<file path="src/design/fpalu_pkg.sv">
// shared types, constants and opcodes of the q24.8 fixed-point alu
`default_nettype none
package fpalu_pkg;

    localparam int WORD_BITS = 32;
    localparam int FRAC_BITS = 8;
    localparam int DIV_BITS  = WORD_BITS + FRAC_BITS;
    localparam int OP_BITS   = 4;
    localparam int IN_FIELDS  = OP_BITS + 2 * WORD_BITS;
    localparam int IN_BITS    = ((IN_FIELDS + 7) / 8) * 8;
    localparam int OUT_FIELDS = WORD_BITS + 4;
    localparam int OUT_BITS   = ((OUT_FIELDS + 7) / 8) * 8;

    typedef enum logic [OP_BITS-1:0] {
        OP_ADD      = 4'd0,
        OP_SUB      = 4'd1,
        OP_MUL      = 4'd2,
        OP_DIV      = 4'd3,
        OP_MIN      = 4'd4,
        OP_MAX      = 4'd5,
        OP_INC      = 4'd6,
        OP_DEC      = 4'd7,
        OP_FROM_INT = 4'd8,
        OP_TO_INT   = 4'd9
    } t_op;

    // everything that rides alongside the divider
    typedef struct packed {
        logic                 is_div;
        logic                 is_mul;
        logic                 neg;
        logic                 dz;
        logic                 a_less;
        logic                 a_equal;
        logic                 a_greater;
        logic [WORD_BITS-1:0] mag_b;
        logic [WORD_BITS-1:0] prod_mid;
        logic [WORD_BITS-1:0] simple;
    } t_payload;

    // partial remainder and shifting dividend / quotient word
    typedef struct packed {
        logic [WORD_BITS-1:0] rem;
        logic [DIV_BITS-1:0]  dq;
    } t_div;

endpackage
`default_nettype wire

</file>
<file path="src/design/fpalu_prep.sv">
// front stage: decode, compare, simple ops, magnitudes and the product
`default_nettype none
module fpalu_prep
    import fpalu_pkg::*;
(
    input  wire logic                 i_clk,
    input  wire logic                 i_rst_n,
    input  wire logic                 i_en,
    input  wire logic                 i_valid,
    input  wire logic [OP_BITS-1:0]   i_op,
    input  wire logic [WORD_BITS-1:0] i_a,
    input  wire logic [WORD_BITS-1:0] i_b,
    output logic                      o_valid,
    output t_payload                  o_pay,
    output t_div                      o_div
);

    logic signed [WORD_BITS-1:0] a_s;
    logic signed [WORD_BITS-1:0] b_s;
    logic [WORD_BITS-1:0]        mag_a;
    logic [WORD_BITS-1:0]        mag_b;
    logic [2*WORD_BITS-1:0]      prod;
    logic                        lt;
    logic                        gt;
    logic [WORD_BITS-1:0]        simple;
    logic                        r_valid;
    t_payload                    r_pay;
    t_div                        r_div;

    assign a_s   = $signed(i_a);
    assign b_s   = $signed(i_b);
    assign lt    = a_s < b_s;
    assign gt    = a_s > b_s;
    assign mag_a = i_a[WORD_BITS-1] ? (~i_a + 1'b1) : i_a;
    assign mag_b = i_b[WORD_BITS-1] ? (~i_b + 1'b1) : i_b;
    assign prod  = mag_a * mag_b;

    // results that need no multiplier or divider
    always_comb begin
        case (i_op)
            OP_ADD:      simple = i_a + i_b;
            OP_SUB:      simple = i_a - i_b;
            OP_MIN:      simple = lt ? i_a : i_b;
            OP_MAX:      simple = gt ? i_a : i_b;
            OP_INC:      simple = i_a + 1'b1;
            OP_DEC:      simple = i_a - 1'b1;
            OP_FROM_INT: simple = i_a << FRAC_BITS;
            OP_TO_INT:   simple = $unsigned(a_s >>> FRAC_BITS);
            default:     simple = '0;
        endcase
    end

    // valid bit
    always_ff @(posedge i_clk) begin
        if (!i_rst_n) begin
            r_valid <= 1'b0;
        end else if (i_en) begin
            r_valid <= i_valid;
        end
    end

    // payload and divider seed
    always_ff @(posedge i_clk) begin
        if (i_en) begin
            r_pay.is_div    <= (i_op == OP_DIV);
            r_pay.is_mul    <= (i_op == OP_MUL);
            r_pay.neg       <= i_a[WORD_BITS-1] ^ i_b[WORD_BITS-1];
            r_pay.dz        <= (i_op == OP_DIV) && (i_b == '0);
            r_pay.a_less    <= lt;
            r_pay.a_equal   <= (i_a == i_b);
            r_pay.a_greater <= gt;
            r_pay.mag_b     <= mag_b;
            r_pay.prod_mid  <= prod[WORD_BITS+FRAC_BITS-1:FRAC_BITS];
            r_pay.simple    <= simple;
            r_div.rem       <= '0;
            r_div.dq        <= {mag_a, {FRAC_BITS{1'b0}}};
        end
    end

    assign o_valid = r_valid;
    assign o_pay   = r_pay;
    assign o_div   = r_div;

endmodule
`default_nettype wire

</file>
<file path="config.mk">
export PLATFORM = sky130hd
export DESIGN_NAME = fpalu_prep
export DESIGN_NICKNAME = d
export VERILOG_FILES = /design/src/design/fpalu_pkg.sv /design/src/design/fpalu_prep.sv
export SDC_FILE = /design/constraint.sdc
export NUM_CORES = 2
export LEC_CHECK = 0
export ABC_AREA = 1
export BUFFER_PORTS_ARGS = -buffer_cell sky130_fd_sc_hd__buf_2
export CORE_MARGIN = 10
export CORE_UTILIZATION = 57
export CTS_BUF_LIST = sky130_fd_sc_hd__clkbuf_4 sky130_fd_sc_hd__clkbuf_8 sky130_fd_sc_hd__clkbuf_16
export CTS_CLUSTER_DIAMETER = 50
export DETAILED_ROUTE_END_ITERATION = 8
export PLACE_DENSITY = 0.76
export SLEW_MARGIN = 0
export SYNTH_ARGS = -nofsm -noshare
export SYNTH_HDL_FRONTEND = slang
export SYNTH_SLANG_ARGS = --single-unit
</file>
<file path="constraint.sdc">
create_clock -name i_clk -period 28.1 [get_ports i_clk]
set_clock_uncertainty 0.15 [all_clocks]
set_input_delay 5.62 -clock i_clk [delete_from_list [all_inputs] [get_ports i_clk]]
set_output_delay 5.62 -clock i_clk [all_outputs]
set_load 0.01 [all_outputs]
</file>
==> results by group <==
Critical path
  – Family with the most delay on the worst path: adder cells
  – Worst setup EP type: register
  – Crit path kind: in2reg
  – Req. time, crit path: 28230 ps
  – CP Data Arrival Time: 15350 ps
  – Worst r2r path cells: 2
  – Crit-path slowest cell: nand2_1
  – Reg-to-Reg Start: o_valid
  – Flop2flop setup slack: 27300 ps
  – CP max FO: 29
  – Startpoint types: primary input
  – Worst R2R End: o_valid
  – Crit path buf inv count: 9
  – Slowest stage delay, CP: 690 ps

STA
  – Worst slew margin: 24.32%
  – Final hold slack: 391.0 ps
  – Final TNS setup: 0 ps
  – Tightest Pin Transition: 1128 ps
  – Achievable Freq: 0.06569 GHz
  – Final hold viol count: 0
  – Fin. max-slew vios: 0
  – Final Critical Period: 15220 ps
  – Final worst path period share: 54.17%
  – RSZ-0062 raised after global routing: no
  – Final setup violation count: 0

Die
  – Core area: 58910 µm²
  – Starting density of the core: 57.49%
  – Die H: 263.8 µm
  – IO Count: 248
  – Die footprint: 69570 µm²
  – Die width: 263.8 µm
  – Site Rows: 89

Routing
  – WL final: 126.8 mm
  – Initial DRT Pass Iterations: 8
  – Post-DRT Antenna Nets: 0
  – DRC Markers: 0
  – WL per Instance: 24.28 µm
  – Vias: 31.21k
  – Vias/cell: 5.973
  – Initial DRC count: 4471

Worst hold path
  – Min-delay src: o_valid
  – Hold endpoint: o_valid
  – Hold depth: 2
  – HP Class: reg2reg

Run status
  – Status: complete, no violations

Synth
  – Synth top area cells: fa_1 37%, edfxtp_1 12%, inv_1 10%
  – Unique masters post-synth: 62
  – Top cells by count, synth: 904 x inv_1, 862 x nand2_1, 625 x fa_1
  – Yosys warnings: 0
  – Seq/Total Area, Yosys: 12.03%
  – Mapped Area: 33870 µm²
  – Top cell type's share of synthesized area: 36.94%
  – Async set-or-reset flop fraction in the synthesized netlist: 0%
  – Yosys reg bits: 136
  – Post-Synthesis Cells: 4305
  – Cell taking the most area after synthesis: fa_1
  – Ys flop type: edfxtp_1
  – Avg Cell Area, Syn: 7.867 µm²
  – Number of flops mapped to enable cells by yosys: 135
  – Top-count cell post-synth: inv_1

Layout
  – Share of cells above drive strength 1: 8.111%
  – Area grow syn2layout: 6.465%
  – Filler Cells Inserted: 5320
  – Nets: 5342

Clocking
  – Hold buffers post-CTS: 0
  – CTS Buf Count: 17
  – Reg clk slew, reported paths: 80 ps
  – Root buf cell: clkbuf_16
  – Clk buf depth: 2
  – Clk_lat worst skew: 510 ps
  – Post-CTS Resized: 0
  – CTS tree: yes
  – Postcts setup bufs: 0
  – H-tree depth: 4
  – CTS Sinks: 136

Place
  – GPL Wtd Cong: 1.051
  – HPWL Detailed: 101.4 mm
  – Number of port buffers: 207

Run
  – Maxcap violations: 0

Global routing
  – Global-route wire length before repair: 193.0 mm
  – Gr ovfl total: 0
  – Vias in the first global route: 31.88k
  – Antenna violations before repair: 5
  – GRT Util Overall: 36.56%
  – Pin count of the biggest net entering global routing: 85
[area by class of cell]
type | instances | area, µm² | share of cell area (%)
multi-input combinational | 3102 | 25610 | 71.01
sequential | 136 | 4074 | 11.30
inverter | 931 | 3498 | 9.702
timing repair buffer | 250 | 1365 | 3.786
tap | 773 | 967.2 | 2.682
clock buffer | 18 | 432.9 | 1.201
clock inverter | 14 | 112.6 | 0.3123
antenna | 1 | 2.502 | 0.006940
[worst reg2reg max path, delay by kind of cell, from the launching register on]
kind / cells / cell delay [ps]
flops: 1 / 310
compound gates: 2 / 200
[registers in the layout, indices dropped and copies added (netlist names)]
| name | count |
|---|---|
| o_valid | 1 |
| o_div | 32 |
| o_pay | 103 |
[stage by stage]
step	worst slack, ps	cells	util, %	cell area (µm²)
4_1_cts	13270	5224	61.21	36060
6_report	12880	5225	61.21	36060
3_3_place_gp	12770	5192	60.28	35510
2_1_floorplan	14540	4344	-	34020
3_5_place_dp	12740	5192	60.28	35510
5_1_grt	12590	5224	61.21	36060
[per-layer routing]
layer | global-route usage (%) | wire length [µm]
met3 | 10.83 | 17520
met5 | 0 | 41
met2 | 56.42 | 55730
met4 | 18.84 | 7753
met1 | 46.07 | 45790
[worst max path at each step]
stage / start / slack, ps / cells after the start / end
after floorplan: i_a[0] / 14540 / 35 / o_pay[60]
after detailed placement: i_a[0] / 12740 / 33 / o_pay[63]
after global placement: i_a[0] / 12770 / 33 / o_pay[63]
final: i_a[0] / 12880 / 35 / o_pay[63]
after global routing: i_a[0] / 12590 / 35 / o_pay[63]
after CTS: i_a[0] / 13270 / 33 / o_pay[63]
[cell usage in the layout, fill, tap and decap left out, drive strengths merged, types with 5 or more instances in the layout]
master     n
nand3b     6
xor2      61
clkbuf    18
o21bai     6
nor4      10
clkinv    26
o21a      14
nand2    881
edfxtp   135
a21boi     8
o211ai    20
conb      40
a31oi     16
a21oi    152
nor2     598
a221oi     5
o22ai     22
fa       625
a22oi     14
or2       13
inv      918
o221ai    10
nand4     27
ha       207
nor3      30
o2111ai   14
nand3    142
buf      250
a21o       6
o21ai    133
xnor2     23
a211oi     7
[logic make-up after synthesis]
family	after synthesis	synth area share (%)
AND/OR/NAND/NOR	1711	20.61
buffers and inverters	1106	12.86
XOR/XNOR	84	2.250
other	1	0.01107
AO/OA/AOI/OAI	435	7.651
flip-flops	136	12.03
adder cells (fa/ha/maj)	832	44.59
Power is not shown: default switching activity piles up to over one toggle a cycle in this logic, so the estimate is an artifact.
