==> src/design/fpalu_pkg.sv <==
// shared types, constants and opcodes of the q24.8 fixed-point alu
`default_nettype none
package fpalu_pkg;

    localparam int WORD_BITS = 32;
    localparam int FRAC_BITS = 8;
    localparam int DIV_BITS  = WORD_BITS + FRAC_BITS;
    localparam int OP_BITS   = 4;
    localparam int IN_FIELDS  = OP_BITS + 2 * WORD_BITS;
    localparam int IN_BITS    = ((IN_FIELDS + 7) / 8) * 8;
    localparam int OUT_FIELDS = WORD_BITS + 4;
    localparam int OUT_BITS   = ((OUT_FIELDS + 7) / 8) * 8;

    typedef enum logic [OP_BITS-1:0] {
        OP_ADD      = 4'd0,
        OP_SUB      = 4'd1,
        OP_MUL      = 4'd2,
        OP_DIV      = 4'd3,
        OP_MIN      = 4'd4,
        OP_MAX      = 4'd5,
        OP_INC      = 4'd6,
        OP_DEC      = 4'd7,
        OP_FROM_INT = 4'd8,
        OP_TO_INT   = 4'd9
    } t_op;

    // everything that rides alongside the divider
    typedef struct packed {
        logic                 is_div;
        logic                 is_mul;
        logic                 neg;
        logic                 dz;
        logic                 a_less;
        logic                 a_equal;
        logic                 a_greater;
        logic [WORD_BITS-1:0] mag_b;
        logic [WORD_BITS-1:0] prod_mid;
        logic [WORD_BITS-1:0] simple;
    } t_payload;

    // partial remainder and shifting dividend / quotient word
    typedef struct packed {
        logic [WORD_BITS-1:0] rem;
        logic [DIV_BITS-1:0]  dq;
    } t_div;

endpackage
`default_nettype wire

==> src/design/fpalu_cell.sv <==
// one divider cell: one restoring quotient bit per item, plus payload hand-on
`default_nettype none
module fpalu_cell
    import fpalu_pkg::*;
(
    input  wire logic     i_clk,
    input  wire logic     i_rst_n,
    input  wire logic     i_en,
    input  wire logic     i_valid,
    input  wire t_payload i_pay,
    input  wire t_div     i_div,
    output logic          o_valid,
    output t_payload      o_pay,
    output t_div          o_div
);

    logic [WORD_BITS:0]   trial;
    logic [WORD_BITS:0]   diff;
    logic                 qbit;
    logic [WORD_BITS-1:0] n_rem;
    logic                 r_valid;
    t_payload             r_pay;
    t_div                 r_div;

    // shift in the next dividend bit and try the subtract
    assign trial = {i_div.rem, i_div.dq[DIV_BITS-1]};
    assign diff  = trial - {1'b0, i_pay.mag_b};
    assign qbit  = ~diff[WORD_BITS];
    assign n_rem = qbit ? diff[WORD_BITS-1:0] : trial[WORD_BITS-1:0];

    // valid bit
    always_ff @(posedge i_clk) begin
        if (!i_rst_n) begin
            r_valid <= 1'b0;
        end else if (i_en) begin
            r_valid <= i_valid;
        end
    end

    // state handed to the next cell
    always_ff @(posedge i_clk) begin
        if (i_en) begin
            r_pay     <= i_pay;
            r_div.rem <= n_rem;
            r_div.dq  <= {i_div.dq[DIV_BITS-2:0], qbit};
        end
    end

    assign o_valid = r_valid;
    assign o_pay   = r_pay;
    assign o_div   = r_div;

endmodule
`default_nettype wire

==> config.mk <==
export PLATFORM = sky130hd
export DESIGN_NAME = fpalu_cell
export DESIGN_NICKNAME = d
export VERILOG_FILES = /design/src/design/fpalu_pkg.sv /design/src/design/fpalu_cell.sv
export SDC_FILE = /design/constraint.sdc
export NUM_CORES = 1
export LEC_CHECK = 0
export BUFFER_PORTS_ARGS = -buffer_cell sky130_fd_sc_hd__buf_2
export CORE_ASPECT_RATIO = 0.8
export CORE_MARGIN = 2
export CORE_UTILIZATION = 45
export CTS_CLUSTER_SIZE = 12
export DETAILED_ROUTE_END_ITERATION = 7
export PLACE_DENSITY_LB_ADDON = 0.12
export SLEW_MARGIN = 20
export SYNTH_ARGS = -nofsm -noshare
export SYNTH_HDL_FRONTEND = slang
export SYNTH_SLANG_ARGS = --single-unit
==> constraint.sdc <==
create_clock -name i_clk -period 4.25 [get_ports i_clk]
set_clock_uncertainty 0.1 [all_clocks]
set_input_delay 0.6375 -clock i_clk [delete_from_list [all_inputs] [get_ports i_clk]]
set_output_delay 0.6375 -clock i_clk [all_outputs]
set_load 0.03 [all_outputs]
==> flow_summary.yaml, run 1 <==
outcome:
  outcome: "finished, final reports clean"
cells_and_area:
  layout_common_cells: "353 x buf_2, 175 x edfxtp_1, 38 x inv_1, 38 x a21oi_1, 32 x ha_1"
  drive_gt1_share_pct: 47.17
  antennaDiodeCount: 0
  final_util_pct: 62.38
  syn_to_final_growth_pct: 34.33
  final_common_cell: "buf_2"
  final_nets: 1100
  final_cells: 1121
clock_network:
  cts-root-buf: "clkbuf_16"
  post_cts_buffers: 0
  clk_path_buf_depth: 2
  cts_resized: 0
  htreeDepth: 4
  clkTransAtPathRegs_ns: 0.08
  cts_buffers: 17
  numClockSinks: 176
  worstSkewPairLatency_ns: 0.43
  tritoncts: "built"
  ctsHoldBuffers: 0
routing:
  initialDrtViolationCount: 334
  post-route-drc-count: 0
  route.vias.total: 5704
  firstDrtPassIters: 4
  wl_per_cell_um: 19.39
  wl_um: 21740
  antenna_left: 0
  vias_per_cell: 5.088
sta:
  rsz0062_at_grt: "no"
  period_share_pct: 78.67
  setup-violations-final: 0
  finalHoldViolCount: 0
  slew_headroom_pct: 57.13
  min_period_ns: 3.344
  tightest_slew_ns: 0.6431
  drv_slew: 0
  fin_setup_tns_ns: 0
  fmax_ghz: 0.2991
grt:
  grt_start_max_net_pins: 81
  grt_usage_pct: 23.00
  grt_overflow: 0
  grt_pass1_vias: 5593
  grt_pass1_wl_um: 31270
  grt_antenna_before_repair: 2
yosys:
  syn_inst: 522
  syn_nets: 734
  yosys_warnings: 0
  syn_area_per_cell_sq_um: 14.91
  yosysUniqueCellTypes: 50
  netlist_area_sq_mm: 0.007785
  ys_seq_elements: 176
  synth_edf_count: 175
  async_flop_share_pct: 0
  ys.flop_type: "edfxtp_1"
  synth-seq-area-share_pct: 67.76
floorplanning:
  initial_core_util_pct: 46.44
  io_pins: 355
  die_area_sq_mm: 0.01838
  rows: 42
  core_area_sq_mm: 0.01676
  die_x_um: 151.1
  die_y_um: 121.6
flow_run:
  maxCapViolations: 0
setup_path:
  start_kind: "primary input"
  path_class: "in -> reg"
  cp_max_fo: 20
  worst-r2r-cell-count: 2
  end_kind: "flop"
  crit_arrival_ns: 3.43
  required_ns: 4.34
min_path:
  min_path_type: "in -> reg"
  hold_depth: 1
place:
  place_hpwl_um: 16650
  gp_congestion: 0.8875
  placed_cells: 1089
  portBuffers: 354
pwr:
  p_leak_nw: 4.736
  ir_worst_vdd_mv: 0.2614
  cellPowerDensity_mw_per_mm2: 468.2
## worst paths after layout
path	endpoint	slack (ns)	start
worst max-delay path	o_div[43]	0.91	i_pay[64]
worst min-delay path	o_div[31]	0.27	i_div[30]
worst max register to register	o_valid	3.54	o_valid
worst min register to register	o_valid	0.44	o_valid
## per-layer routing
| layer | global-route usage, % | part of all wire, % | vias to the layer above |
|---|---|---|---|
| met5 | 0 | 0.10 | - |
| met4 | 5.783 | 1.3 | 4 |
| met3 | 8.614 | 8.4 | 26 |
| met2 | 40.03 | 51 | 217 |
| met1 | 27.03 | 39 | 2754 |
| li1 | - | - | 2703 |
## cell type report
| type | instances | area (sq um) |
|---|---|---|
| tap | 220 | 275.3 |
| timing repair buffer | 358 | 1821 |
| sequential | 176 | 5275 |
| inverter | 38 | 142.6 |
| multi-input combinational | 297 | 2298 |
| clock inverter | 15 | 220.2 |
| clock buffer | 17 | 425.4 |
| fill | 1336 | 6306 |
## power by group
| group | total [mW] | switching, mW | internal (mW) |
|---|---|---|---|
| logic | 1.08 | 0.701 | 0.384 |
| registers | 2.14 | 0.0421 | 2.10 |
| clock network | 1.67 | 0.759 | 0.910 |
| total | 4.90 | 1.50 | 3.39 |
## through the flow
step / hold WS [ns] / setup slack [ns] / cell area (sq um) / total power [mW]
floorplan: 0.5404 / 0.9955 / 7785 / 2.893
global placement: 0.3962 / 0.5967 / 9812 / 3.239
detailed placement: 0.4314 / 0.5097 / 9812 / 3.263
CTS: 0.2563 / 0.9160 / 10460 / 4.931
global route: 0.2369 / 0.7359 / 10460 / 5.080
finish: 0.2717 / 0.9065 / 10460 / 4.897
## synthesized netlist by cell type (all sizes together), types with 2 or more instances
| library cell | instances | share of area [%] |
|---|---|---|
| mux2i | 6 | 0.77 |
| and4 | 3 | 0.34 |
| and3 | 4 | 0.32 |
| mux2 | 28 | 5.3 |
| o31ai | 2 | 0.19 |
| a21o | 18 | 1.7 |
| nand2b | 8 | 0.64 |
| a21bo | 3 | 0.39 |
| edfxtp | 175 | 68 |
| xor2 | 10 | 1.1 |
| nand3b | 2 | 0.19 |
| buf | 5 | 0.64 |
| nor2 | 19 | 0.95 |
| or3 | 2 | 0.16 |
| nor4b | 2 | 0.23 |
| a21oi | 39 | 2.6 |
| nor2b | 6 | 0.48 |
| xnor2 | 13 | 1.5 |
| ha | 32 | 5.1 |
| nor3 | 4 | 0.26 |
| nor4 | 2 | 0.16 |
| and2 | 3 | 0.24 |
| o21ai | 18 | 1.2 |
| o211ai | 6 | 0.58 |
| clkbuf | 6 | 0.31 |
| nand2 | 27 | 1.3 |
| nand4 | 6 | 0.48 |
| a211oi | 3 | 0.29 |
| inv | 38 | 1.8 |
| o21bai | 5 | 0.48 |
| o21a | 5 | 0.48 |
| nand3 | 10 | 0.64 |
## sequential cells by signal, summed over array words and instances (netlist names)
| register | count |
|---|---|
| o_pay | 103 |
| o_valid | 1 |
| o_div | 72 |
## logic make-up after synthesis
logic type	count (synthesis)	share of synthesized area (%)
DFF	176	67.76
AOI/OAI and AO/OA	107	8.791
and+or+nand+nor	100	6.654
buffers and inverters	49	2.780
muxes	34	6.027
adders and majority gates	33	5.400
xor gates and xnor gates	23	2.588
## critical path, stage by stage
cell      delay [ns]
buf_2           0.11
ha_1            0.22
fa_1            0.43
nand2b_1        0.20
a21oi_1         0.27
o211ai_1        0.17
a21oi_1         0.21
o31a_2          0.20
mux2i_1         0.11
nor2_4          0.12
buf_4           0.36
mux2_2          0.39
Power figures use the tool's default switching activity.
==> run 2: changes to the inputs <==
clock period = 3.2 ns   (was 4.25 ns; I/O delays follow)
==> run 2 against run 1 <==
Net effect: critical path depth increased by 1; core utilization grew 1.2 points; via count rose by 2.3%; global-route usage grew 0.23 points; clock power grew 23%; largest power group unchanged; sequential power grew 33%; sequential share of layout area fell by 0.96 points; critical endpoint is now o_div[66]; clock-buffer cell count is 1 higher; sequential cell count did not move; hold slack worse by 0.16 ns; die area did not move; cell area rose by 1.9%.
==> flow_summary.yaml, run 2 (synthesized netlist as in run 1, its figures left out) <==
grt:
  use_met3_pct: 7.416
  grt_pass1_wl_um: 31410
  grt_overflow: 0
  met2_usage_pct: 39.49
  grt_start_max_net_pins: 56
  grt_use_met1_pct: 27.66
  grt_pass1_vias: 5710
  top_usage_layer: "met2"
  grt_antenna_before_repair: 6
  grt_usage_pct: 23.23
setup_path:
  cp_max_fo: 4
  start_kind: "primary input"
  cpPeakStageDelay_ns: 0.56
  crit_chain: "buf_2 -> inv_1 -> ha_1 -> fa_1 -> nand2b_1 -> a21oi_1 -> buf_4 -> o211ai_1 -> a21oi_1 -> a41o_1 -> a2111oi_0 -> nor4_1 -> mux2_4"
  crit_arrival_ns: 3.15
  crit_top_cell: "a21oi_1"
  end_kind: "flop"
  required_ns: 3.30
  path_class: "in -> reg"
  crit_path_top_delay_cell: "a2111oi_0"
pwr:
  p_leak_nw: 4.861
  pwr-share-seq_pct: 44.4
  p_sw_share_pct: 31.33
  ir_worst_vdd_mv: 0.3577
  combPwrFrac_pct: 23.4
  p_clk_share_pct: 32.2
  cellPowerDensity_mw_per_mm2: 601.3
  p_sw_mw: 2.008
  internal-power_mw: 4.402
place:
  gp_congestion: 0.9124
  dp_slack_ns: -0.1974
  portBuffers: 354
  placed_cells: 1117
  place_hpwl_um: 17180
clock_network:
  cts-root-buf: "clkbuf_16"
  clk_path_buf_depth: 2
  worstSkewPairLatency_ns: 0.43
  clkTransAtPathRegs_ns: 0.08
  cts_buffers: 17
  ctsHoldBuffers: 0
  post_cts_buffers: 0
  cts_resized: 0
  tritoncts: "built"
  htreeDepth: 4
  numClockSinks: 176
cells_and_area:
  final_common_cell: "buf_2"
  syn_to_final_growth_pct: 36.93
  final_cells: 1154
  final_util_pct: 63.59
  largest_reg_flops: 103
  layout_common_cells: "353 x buf_2, 175 x edfxtp_1, 38 x inv_1, 38 x a21oi_1, 32 x ha_1"
  final_nets: 1128
  drive_gt1_share_pct: 48.65
sta:
  fmax_ghz: 0.3277
  slew_headroom_pct: 64.14
  tightest_slew_ns: 0.5244
  setup_ws_ns: 0.1488
  period_share_pct: 95.35
  min_period_ns: 3.051
  whs_ns: 0.1126
  setup-violations-final: 0
  rsz0062_at_grt: "no"
  finalHoldViolCount: 0
  drv_slew: 0
flow_run:
  maxCapViolations: 0
floorplanning:
  initial_core_util_pct: 46.44
  rows: 42
  die_y_um: 121.6
  die_x_um: 151.1
  io_pins: 355
  core_area_sq_mm: 0.01676
  die_area_sq_mm: 0.01838
outcome:
  outcome: "finished, final reports clean"
routing:
  post-route-drc-count: 0
  route.vias.total: 5838
  antenna_left: 0
  initialDrtViolationCount: 316
  firstDrtPassIters: 4
  vias_per_cell: 5.059
  wl_um: 21940
  wl_per_cell_um: 19.01
min_path:
  min_path_type: "in -> reg"
==> run 2: per-stage QoR <==
| stage | setup TNS, ns | cell area (sq um) | power (mW) |
|---|---|---|---|
| floorplan | 0 | 7785 | 3.842 |
| global placement | -3.714 | 10050 | 4.361 |
| detailed placement | -5.156 | 10050 | 4.394 |
| CTS | 0 | 10650 | 6.469 |
| global route | 0 | 10660 | 6.666 |
| finish | 0 | 10660 | 6.410 |
==> run 2: worst paths after layout <==
kind	from	slack, ns	end	cells past startpoint
hold reg to reg	o_valid	0.44	o_valid	2
setup / recovery	i_div[39]	0.15	o_div[66]	13
hold / removal	i_div[36]	0.11	o_div[37]	1
setup reg to reg	o_valid	2.50	o_valid	2
==> run 2: final cells by class <==
type / instances / area [sq um]
multi-input cells: 297 / 2298
inverters: 38 / 142.6
well taps: 220 / 275.3
repair buffers: 386 / 2056
diodes: 5 / 12.51
clock inverters: 14 / 171.4
fillers: 1326 / 6103
flip-flops and latches: 176 / 5275
clock buffers: 18 / 429.2
==> run 2: power by group through the flow <==
stage	Sequential (mW)	Combinational, mW	Clock (mW)
global placement	2.89	1.47	0
global route	2.86	1.59	2.21
detailed placement	2.89	1.50	0
finish	2.85	1.50	2.06
CTS	2.85	1.51	2.12
floorplan	3.34	0.499	0
==> run 2: critical path, delay by kind of cell <==
family	cells	cell delay, ns
adder cells (fa/ha/maj)	2	0.43
multiplexers	1	0.27
buffers and inverters	3	0.30
AND/OR/NAND/NOR	2	0.28
AO/OA/AOI/OAI	5	1.37
==> run 2: layer usage <==
layer  routed length [um]  vias to the layer above  share of wire [%]
li1                     -                     2771                  -
met1                 8572                     2775                 39
met2                11000                      248                 50
met3                 1855                       40                8.5
met4                  485                        4                2.2
met5                   26                        -               0.12
