--- config.mk ---
export PLATFORM = sky130hd
export DESIGN_NAME = fpalu_post
export DESIGN_NICKNAME = d
export VERILOG_FILES = /design/src/design/fpalu_pkg.sv /design/src/design/fpalu_post.sv
export SDC_FILE = /design/constraint.sdc
export NUM_CORES = 1
export LEC_CHECK = 0
export CORE_AREA = 2 2 85 87
export CTS_CLUSTER_DIAMETER = 30
export DETAILED_ROUTE_END_ITERATION = 10
export DIE_AREA = 0 0 87 89
export DONT_BUFFER_PORTS = 1
export PLACE_DENSITY = 0.73
export SLEW_MARGIN = 20
export SYNTH_ARGS = -nofsm -noshare
export SYNTH_HDL_FRONTEND = slang
export SYNTH_SLANG_ARGS = --single-unit
export TNS_END_PERCENT = 50
--- constraint.sdc ---
create_clock -name i_clk -period 7.5 [get_ports i_clk]
set_input_delay 1.875 -clock i_clk [delete_from_list [all_inputs] [get_ports i_clk]]
set_output_delay 1.875 -clock i_clk [all_outputs]
set_load 0.01 [all_outputs]
--- src/design/fpalu_pkg.sv ---
// shared types, constants and opcodes of the q24.8 fixed-point alu
`default_nettype none
package fpalu_pkg;

    localparam int WORD_BITS = 32;
    localparam int FRAC_BITS = 8;
    localparam int DIV_BITS  = WORD_BITS + FRAC_BITS;
    localparam int OP_BITS   = 4;
    localparam int IN_FIELDS  = OP_BITS + 2 * WORD_BITS;
    localparam int IN_BITS    = ((IN_FIELDS + 7) / 8) * 8;
    localparam int OUT_FIELDS = WORD_BITS + 4;
    localparam int OUT_BITS   = ((OUT_FIELDS + 7) / 8) * 8;

    typedef enum logic [OP_BITS-1:0] {
        OP_ADD      = 4'd0,
        OP_SUB      = 4'd1,
        OP_MUL      = 4'd2,
        OP_DIV      = 4'd3,
        OP_MIN      = 4'd4,
        OP_MAX      = 4'd5,
        OP_INC      = 4'd6,
        OP_DEC      = 4'd7,
        OP_FROM_INT = 4'd8,
        OP_TO_INT   = 4'd9
    } t_op;

    // everything that rides alongside the divider
    typedef struct packed {
        logic                 is_div;
        logic                 is_mul;
        logic                 neg;
        logic                 dz;
        logic                 a_less;
        logic                 a_equal;
        logic                 a_greater;
        logic [WORD_BITS-1:0] mag_b;
        logic [WORD_BITS-1:0] prod_mid;
        logic [WORD_BITS-1:0] simple;
    } t_payload;

    // partial remainder and shifting dividend / quotient word
    typedef struct packed {
        logic [WORD_BITS-1:0] rem;
        logic [DIV_BITS-1:0]  dq;
    } t_div;

endpackage
`default_nettype wire

--- src/design/fpalu_post.sv ---
// output stage: sign fix-up, result select and output register
`default_nettype none
module fpalu_post
    import fpalu_pkg::*;
(
    input  wire logic               i_clk,
    input  wire logic               i_rst_n,
    input  wire logic               i_en,
    input  wire logic               i_valid,
    input  wire t_payload           i_pay,
    input  wire t_div               i_div,
    output logic                    o_valid,
    output logic [OUT_BITS-1:0]     o_data
);

    logic [WORD_BITS-1:0] quot;
    logic [WORD_BITS-1:0] res;
    logic                 r_valid;
    logic [OUT_BITS-1:0]  r_data;

    assign quot = i_div.dq[WORD_BITS-1:0];

    // pick the result for the operation
    always_comb begin
        if (i_pay.dz) begin
            res = '0;
        end else if (i_pay.is_div) begin
            res = i_pay.neg ? (~quot + 1'b1) : quot;
        end else if (i_pay.is_mul) begin
            res = i_pay.neg ? (~i_pay.prod_mid + 1'b1) : i_pay.prod_mid;
        end else begin
            res = i_pay.simple;
        end
    end

    // valid bit
    always_ff @(posedge i_clk) begin
        if (!i_rst_n) begin
            r_valid <= 1'b0;
        end else if (i_en) begin
            r_valid <= i_valid;
        end
    end

    // packed result
    always_ff @(posedge i_clk) begin
        if (i_en) begin
            r_data <= {{(OUT_BITS-OUT_FIELDS){1'b0}}, i_pay.dz, i_pay.a_greater,
                       i_pay.a_equal, i_pay.a_less, res};
        end
    end

    assign o_valid = r_valid;
    assign o_data  = r_data;

endmodule
`default_nettype wire

==> results.toml, run 1 <==
[cells_and_area]
drive_gt1_frac = 0.0809
syn2layout_area_growth_pct = 2.54
antennaDiodeCount = 0
fillers = 626
multi_input_area_sq_um = 2080
final_net_count = 526
regArea_sq_um = 1100

[hold_path]
hold_path.class = "flip-flop to flip-flop"
holdCritStartpoint = "o_valid"

[detailed_routing]
viasPerCell = 6.53
wl_microns = 9360
ant_nets = 0
firstDrtPassIters = 5
drc = 0
wl_per_cell_microns = 22.0
num_vias = 2783
drt_iter0_drc = 237

[grt]
grtUsageTotal = 0.236
antenna_found_initial = 0
grt_max_degree = 50
grt_pass1_wl_microns = 13900
grt-ovfl-total = 0
grt_pass1_vias = 2532

[setup_path]
critPathRequiredTime_ns = 7.53
endpoint_kind = "flip-flop"
cp_cell_sequence = "nor4_2 > nand2_1 > o41ai_2 > xor2_1 > nor2_1 > a221o_1"
timing.rr.start = "o_valid"
slowest_stage = "nor4_2"
critPathMaxFanout = 11
max_stage_delay_ns = 0.50
cp.arrival_ns = 3.76
critPathKind = "input pin to flip-flop"
cp-start-kind = "input pin"
crit_path_start = "i_pay[42]"

[timing]
setup_tns_ns = 0
slew_viol_final = 0
fin_crit_ns = 3.72
tightest_slew_ns = 0.755
fin_crit_sh = 0.496
slew_headroom = 0.495
setup_viol_count_final = 0
timing.fmax_mhz = 269
rsz0062_at_grt = "false"
finalHoldViolCount = 0
skew_ns = 0

[clock_network]
postCtsSetupRepairBufs = 0
cts_tree = "yes"
clk_latency_ns = 0.28
hold_buffers = 0
cts-resized-gates = 0
cts_sinks = 37
clk_pin_slew_ns = 0.07
cts_buffers = 5
clockBufferDepth = 2
ctsHtreeMaxLevel = 2
root_buffer = "clkbuf_8"

[floorplanning]
coreArea_sq_um = 6720
die_h_microns = 89
floorplan.initialDensity = 0.491
die_area_sq_um = 7740
num_rows = 30
die_x_microns = 87
ios = 220

[pwr]
power_uw = 495
p_leak_nw = 1.10
powerDensity_nw_per_um2 = 146
vdd.ir_drop.worst_mv = 0.0525

[yosys]
syn_area_sq_um = 3300
avgSynthCellArea_sq_um = 9.17
synth_edf_count = 36
yosys_warnings = 0
yosys_most_used_dff = "edfxtp_1"
synth_cell_types = 59
synthArstFlopShare = 0
ys_seq_area_frac = 0.334
synthCells = 360
synth_seq_cells = 37

[outcome]
status = "complete, no violations"

[placement]
dp_hpwl_microns = 7220
place.gp.congestion = 0.861
portBuffers = 0

[flow_run]
drv_cap = 0
-- metrics by stage --
stage	worst slack [ns]	cells	util	hold WS, ns	area [sq um]
2_1_floorplan	3.72	363	-	0.538	3310
3_3_place_gp	3.54	418	0.491	0.558	3300
3_5_place_dp	3.48	418	0.491	0.567	3300
4_1_cts	3.78	426	0.504	0.572	3380
5_1_grt	3.61	426	0.504	0.588	3380
6_report	3.78	426	0.504	0.568	3380
-- cells by family after synthesis --
family | count (synthesis) | synth area share
simple gates | 120 | 0.204
compound gates | 106 | 0.243
xor+xnor | 53 | 0.141
flops | 37 | 0.334
buf+inv | 31 | 0.0402
mux | 10 | 0.0303
fa+ha+maj | 2 | 0.00758
other cells | 1 | 0.00114
-- cell usage in the layout (no fill, tap or decap), types with 3 or more instances in the layout --
cell      Yosys  final
nor4_2        3      3
nor2b_1       5      5
o31ai_1      17     17
o41ai_2       3      3
inv_1         6      6
nand2_1      23     23
xnor2_1      21     21
nand2b_1      4      4
mux2i_1      10     10
or3_1         5      5
nor2_1       40     40
a221o_1       5      5
nand3_1       3      3
edfxtp_1     36     36
clkbuf_8      0      5
nor4_1        5      5
o211ai_1      3      3
o22ai_1       7      7
a211oi_1      7      7
o221ai_1      4      4
conb_1        1      4
a21oi_1      12     12
nor3_1        8      8
xor2_1       32     32
o41ai_1       6      6
o21ai_0      17     17
a21o_1        5      5
a41oi_1       5      5
or4_1         3      3
-- layout make-up --
cell class,count,share of cell area
clock buffer,6,0.0214
sequential,37,0.325
inverter,6,0.00665
multi-input combinational,295,0.614
clock inverter,2,0.00296
tap,80,0.0296
-- registers in the layout, summed over array words and instances (netlist names) --
name	cells
o_data	36
o_valid	1
-- power breakdown --
part / internal (mW) / switching (mW) / total (mW) / leakage (nW)
clock network: 0.0645 / 0.0729 / 0.137 / 0.0450
registers: 0.251 / 0.0174 / 0.269 / 0.356
logic: 0.0432 / 0.0454 / 0.0887 / 0.699
total: 0.359 / 0.136 / 0.495 / 1.10
-- layer usage --
layer / up-vias / GRT usage / routed length [microns]
met5: - / 0 / 0
met4: 0 / 0.0639 / 197
met3: 15 / 0.0951 / 1240
met2: 156 / 0.358 / 4170
met1: 1284 / 0.313 / 3750
li1: 1328 / - / -
-- worst paths after layout --
kind / to / slack (ns) / depth (start not counted)
min: o_valid / 0.57 / 2
max reg2reg: o_valid / 6.87 / 2
max: o_data[21] / 3.78 / 6
min reg2reg: o_valid / 0.57 / 2
-- Yosys cell counts, types with 3 or more instances --
cell	number	area share
nor2_1	40	0.045
xnor2_1	21	0.056
buf_4	4	0.0091
o211ai_1	3	0.0068
mux2i_1	10	0.030
clkbuf_1	19	0.022
nor4_1	5	0.0095
nor3_1	8	0.012
or3_1	5	0.0095
nor4_2	3	0.011
o41ai_1	6	0.016
a41oi_1	5	0.013
a21o_1	5	0.011
xor2_1	32	0.085
o221ai_1	4	0.011
o21ai_0	17	0.026
or4_1	3	0.0068
o41ai_2	3	0.015
o22ai_1	7	0.013
a211oi_1	7	0.016
nor2b_1	5	0.0095
nand2b_1	4	0.0076
a21oi_1	12	0.018
nand3_1	3	0.0045
o31ai_1	17	0.039
edfxtp_1	36	0.33
inv_1	6	0.0068
nand2_1	23	0.026
a221o_1	5	0.015
-- critical path, delay by kind of cell --
kind,cells,cell delay (ns)
AO/OA/AOI/OAI,2,0.68
AND/OR/NAND/NOR,3,0.97
XOR/XNOR,1,0.23
(Power assumes the default switching activity.)
==> inputs of run 2 (changes only) <==
--- a/config.mk
+++ b/config.mk
@@ -5,12 +5,14 @@
 export SDC_FILE = /design/constraint.sdc
 export NUM_CORES = 1
 export LEC_CHECK = 0
-export CORE_AREA = 2 2 85 87
+export ABC_AREA = 1
+export CORE_ASPECT_RATIO = 0.9
+export CORE_MARGIN = 1
+export CORE_UTILIZATION = 50
 export CTS_CLUSTER_DIAMETER = 30
 export DETAILED_ROUTE_END_ITERATION = 10
-export DIE_AREA = 0 0 87 89
 export DONT_BUFFER_PORTS = 1
-export PLACE_DENSITY = 0.73
+export PLACE_DENSITY = 0.75
 export SLEW_MARGIN = 20
 export SYNTH_ARGS = -nofsm -noshare
 export SYNTH_HDL_FRONTEND = slang
==> constraint.sdc (replaced) <==
create_clock -name i_clk -period 3.49 [get_ports i_clk]
set_input_delay 0.8725 -clock i_clk [delete_from_list [all_inputs] [get_ports i_clk]]
set_output_delay 0.8725 -clock i_clk [all_outputs]
set_load 0.01 [all_outputs]
==> run 2 against run 1 <==
Compared with the run above:
- clock skew is the same
- largest cell class unchanged
- worst setup slack lost 2.6 ns
- sequential power grew 110%
- critical path type unchanged
- die area grew 3.7%
- sequential share of layout area shrank 4.3 points
==> results.toml, run 2 <==
[clock_network]
root_buffer = "clkbuf_8"
cts-resized-gates = 0
clk_pin_slew_ns = 0.07
cts_tree = "yes"
ctsHtreeMaxLevel = 2
cts_sinks = 37
clockBufferDepth = 2
clk_latency_ns = 0.28
hold_buffers = 0
cts_buffers = 5
postCtsSetupRepairBufs = 0

[cells_and_area]
largest_reg_flops = 36
final_net_count = 763
drive_gt1_frac = 0.0738
regArea_sq_um = 1100
antennaDiodeCount = 0
final_common_cell = "nand2_1"
syn2layout_area_growth_pct = 1.63
final_cell_mix = "142 x nand2_1, 105 x nor2_1, 52 x a21oi_1, 52 x nand3_1, 51 x inv_1"
design_area_sq_um = 3900
multi_input_area_sq_um = 2390
fillers = 718

[yosys]
avgSynthCellArea_sq_um = 6.41
synthCells = 599
yosys.area.top_type_share = 0.282
yosys_warnings = 0
synthTopCellsByArea = "edfxtp_1 28%, nand2_1 14%, nor2_1 10%"
synth_cell_types = 40
synth_seq_cells = 37
synth_edf_count = 36
synth_most_common_cell = "nand2_1"
synth_commonest_cells = "142 x nand2_1, 105 x nor2_1, 52 x a21oi_1, 52 x nand3_1, 51 x inv_1"
yosys_most_used_dff = "edfxtp_1"
synth_area_leader_cell = "edfxtp_1"
synthArstFlopShare = 0
syn_area_sq_um = 3840
ys_seq_area_frac = 0.287

[setup_path]
cp_cell_sequence = "inv_1 > ha_1 > nand2_1 > inv_1 > nand2_1 > o21ai_2 > nand2_1 > nand2_1 > nand2_1 > o21ai_0 > a21oi_1"
max_stage_delay_ns = 0.40
reg2reg_slack_ns = 2.81
worstRegToRegCells = 2
endpoint_kind = "flip-flop"
slowest_stage = "o21ai_0"
critPathMaxFanout = 4
cp-start-kind = "input pin"
crit_top_cell = "nand2_1"
critPathRequiredTime_ns = 3.51
cp.arrival_ns = 2.36
critPathKind = "input pin to flip-flop"

[floorplanning]
coreArea_sq_um = 7220
floorplan.initialDensity = 0.531
die_x_microns = 94.3
die_h_microns = 85.1
ios = 220
die_area_sq_um = 8030
num_rows = 29

[placement]
dp_hpwl_microns = 8690
post-place-ws_ns = 0.890
place.gp.congestion = 0.914
placed_area_sq_um = 3820
portBuffers = 0

[timing]
setup_tns_ns = 0
finalHoldViolCount = 0
fin_crit_ns = 2.34
timing.fmax_mhz = 428
slew_headroom = 0.456
setup_viol_count_final = 0
tightest_slew_ns = 0.812
rsz0062_at_grt = "false"
fin_crit_sh = 0.670
slew_viol_final = 0
worst_slack_ns = 1.15
hold_ws_ns = 0.601
skew_ns = 0

[grt]
grt_pass1_vias = 3665
antenna_found_initial = 0
grtUsageTotal = 0.286
grt_max_degree = 59
grt_pass1_wl_microns = 17800
grt-ovfl-total = 0

[detailed_routing]
firstDrtPassIters = 5
wl_per_cell_microns = 16.5
drc = 0
viasPerCell = 5.79
wl_microns = 11200
num_vias = 3913
drt_iter0_drc = 244
ant_nets = 0

[flow_run]
drv_cap = 0

[hold_path]
hold_path.class = "flip-flop to flip-flop"
whs_path_depth = 2

[pwr]
p_leak_nw = 1.61
power_mw = 1.10
vdd.ir_drop.worst_mv = 0.167
powerDensity_nw_per_um2 = 283

[outcome]
status = "complete, no violations"
## run 2: cell types whose count changed in the layout (fill, tap and decap cells not counted), moves of 7 or more
| cell | previous run | this run |
|---|---|---|
| a211oi_1 | 7 | 0 |
| a21oi_1 | 12 | 52 |
| inv_1 | 6 | 51 |
| mux2i_1 | 10 | 0 |
| nand2_1 | 23 | 142 |
| nand3_1 | 3 | 52 |
| nor2_1 | 40 | 105 |
| nor3_1 | 8 | 0 |
| o21ai_0 | 17 | 49 |
| o22ai_1 | 7 | 0 |
| o31ai_1 | 17 | 0 |
| xnor2_1 | 21 | 5 |
| xor2_1 | 32 | 7 |
## run 2: kinds of logic after synthesis
logic type                 after synthesis  share of synthesized area
and+or+nand+nor                        336                      0.396
AOI/OAI and AO/OA                      129                      0.190
buffers and inverters                   82                     0.0923
DFF                                     37                      0.287
xor gates and xnor gates                12                     0.0274
adders and majority gates                2                    0.00652
other                                    1                   0.000977
## run 2: worst paths after layout
kind / from / endpoint
worst max register to register: o_valid / o_valid
worst min-delay path: o_valid / o_valid
worst max-delay path: i_pay[33] / o_data[18]
worst min register to register: o_valid / o_valid
## run 2: critical path: cells and delay by family
family | cells | cell delay (ns)
buffers and inverters | 2 | 0.14
AND/OR/NAND/NOR | 5 | 0.40
AO/OA/AOI/OAI | 3 | 0.77
adder cells (fa/ha/maj) | 1 | 0.17
## run 2: power breakdown
part / internal, mW / switching (mW) / leakage [nW] / total, mW
logic: 0.0916 / 0.151 / 1.21 / 0.243
registers: 0.536 / 0.0366 / 0.356 / 0.573
clock network: 0.138 / 0.150 / 0.0450 / 0.289
## run 2: cell type report
type,instances,share of cell area
Sequential cell,37,0.282
Tap cell,93,0.0298
Clock buffer,6,0.0186
Multi-Input combinational cell,483,0.614
Clock inverter,2,0.00257
Inverter,55,0.0529
## run 2: stage by stage
stage                util  instances
floorplan               -        602
finish              0.540        676
global route        0.540        676
detailed placement  0.529        668
CTS                 0.540        676
global placement    0.529        668
## run 2: per-layer routing
metal  track usage  share of wire
met2         0.459           0.45
met3        0.0744           0.12
met4        0.0601          0.011
met5             0              0
met1         0.386           0.42
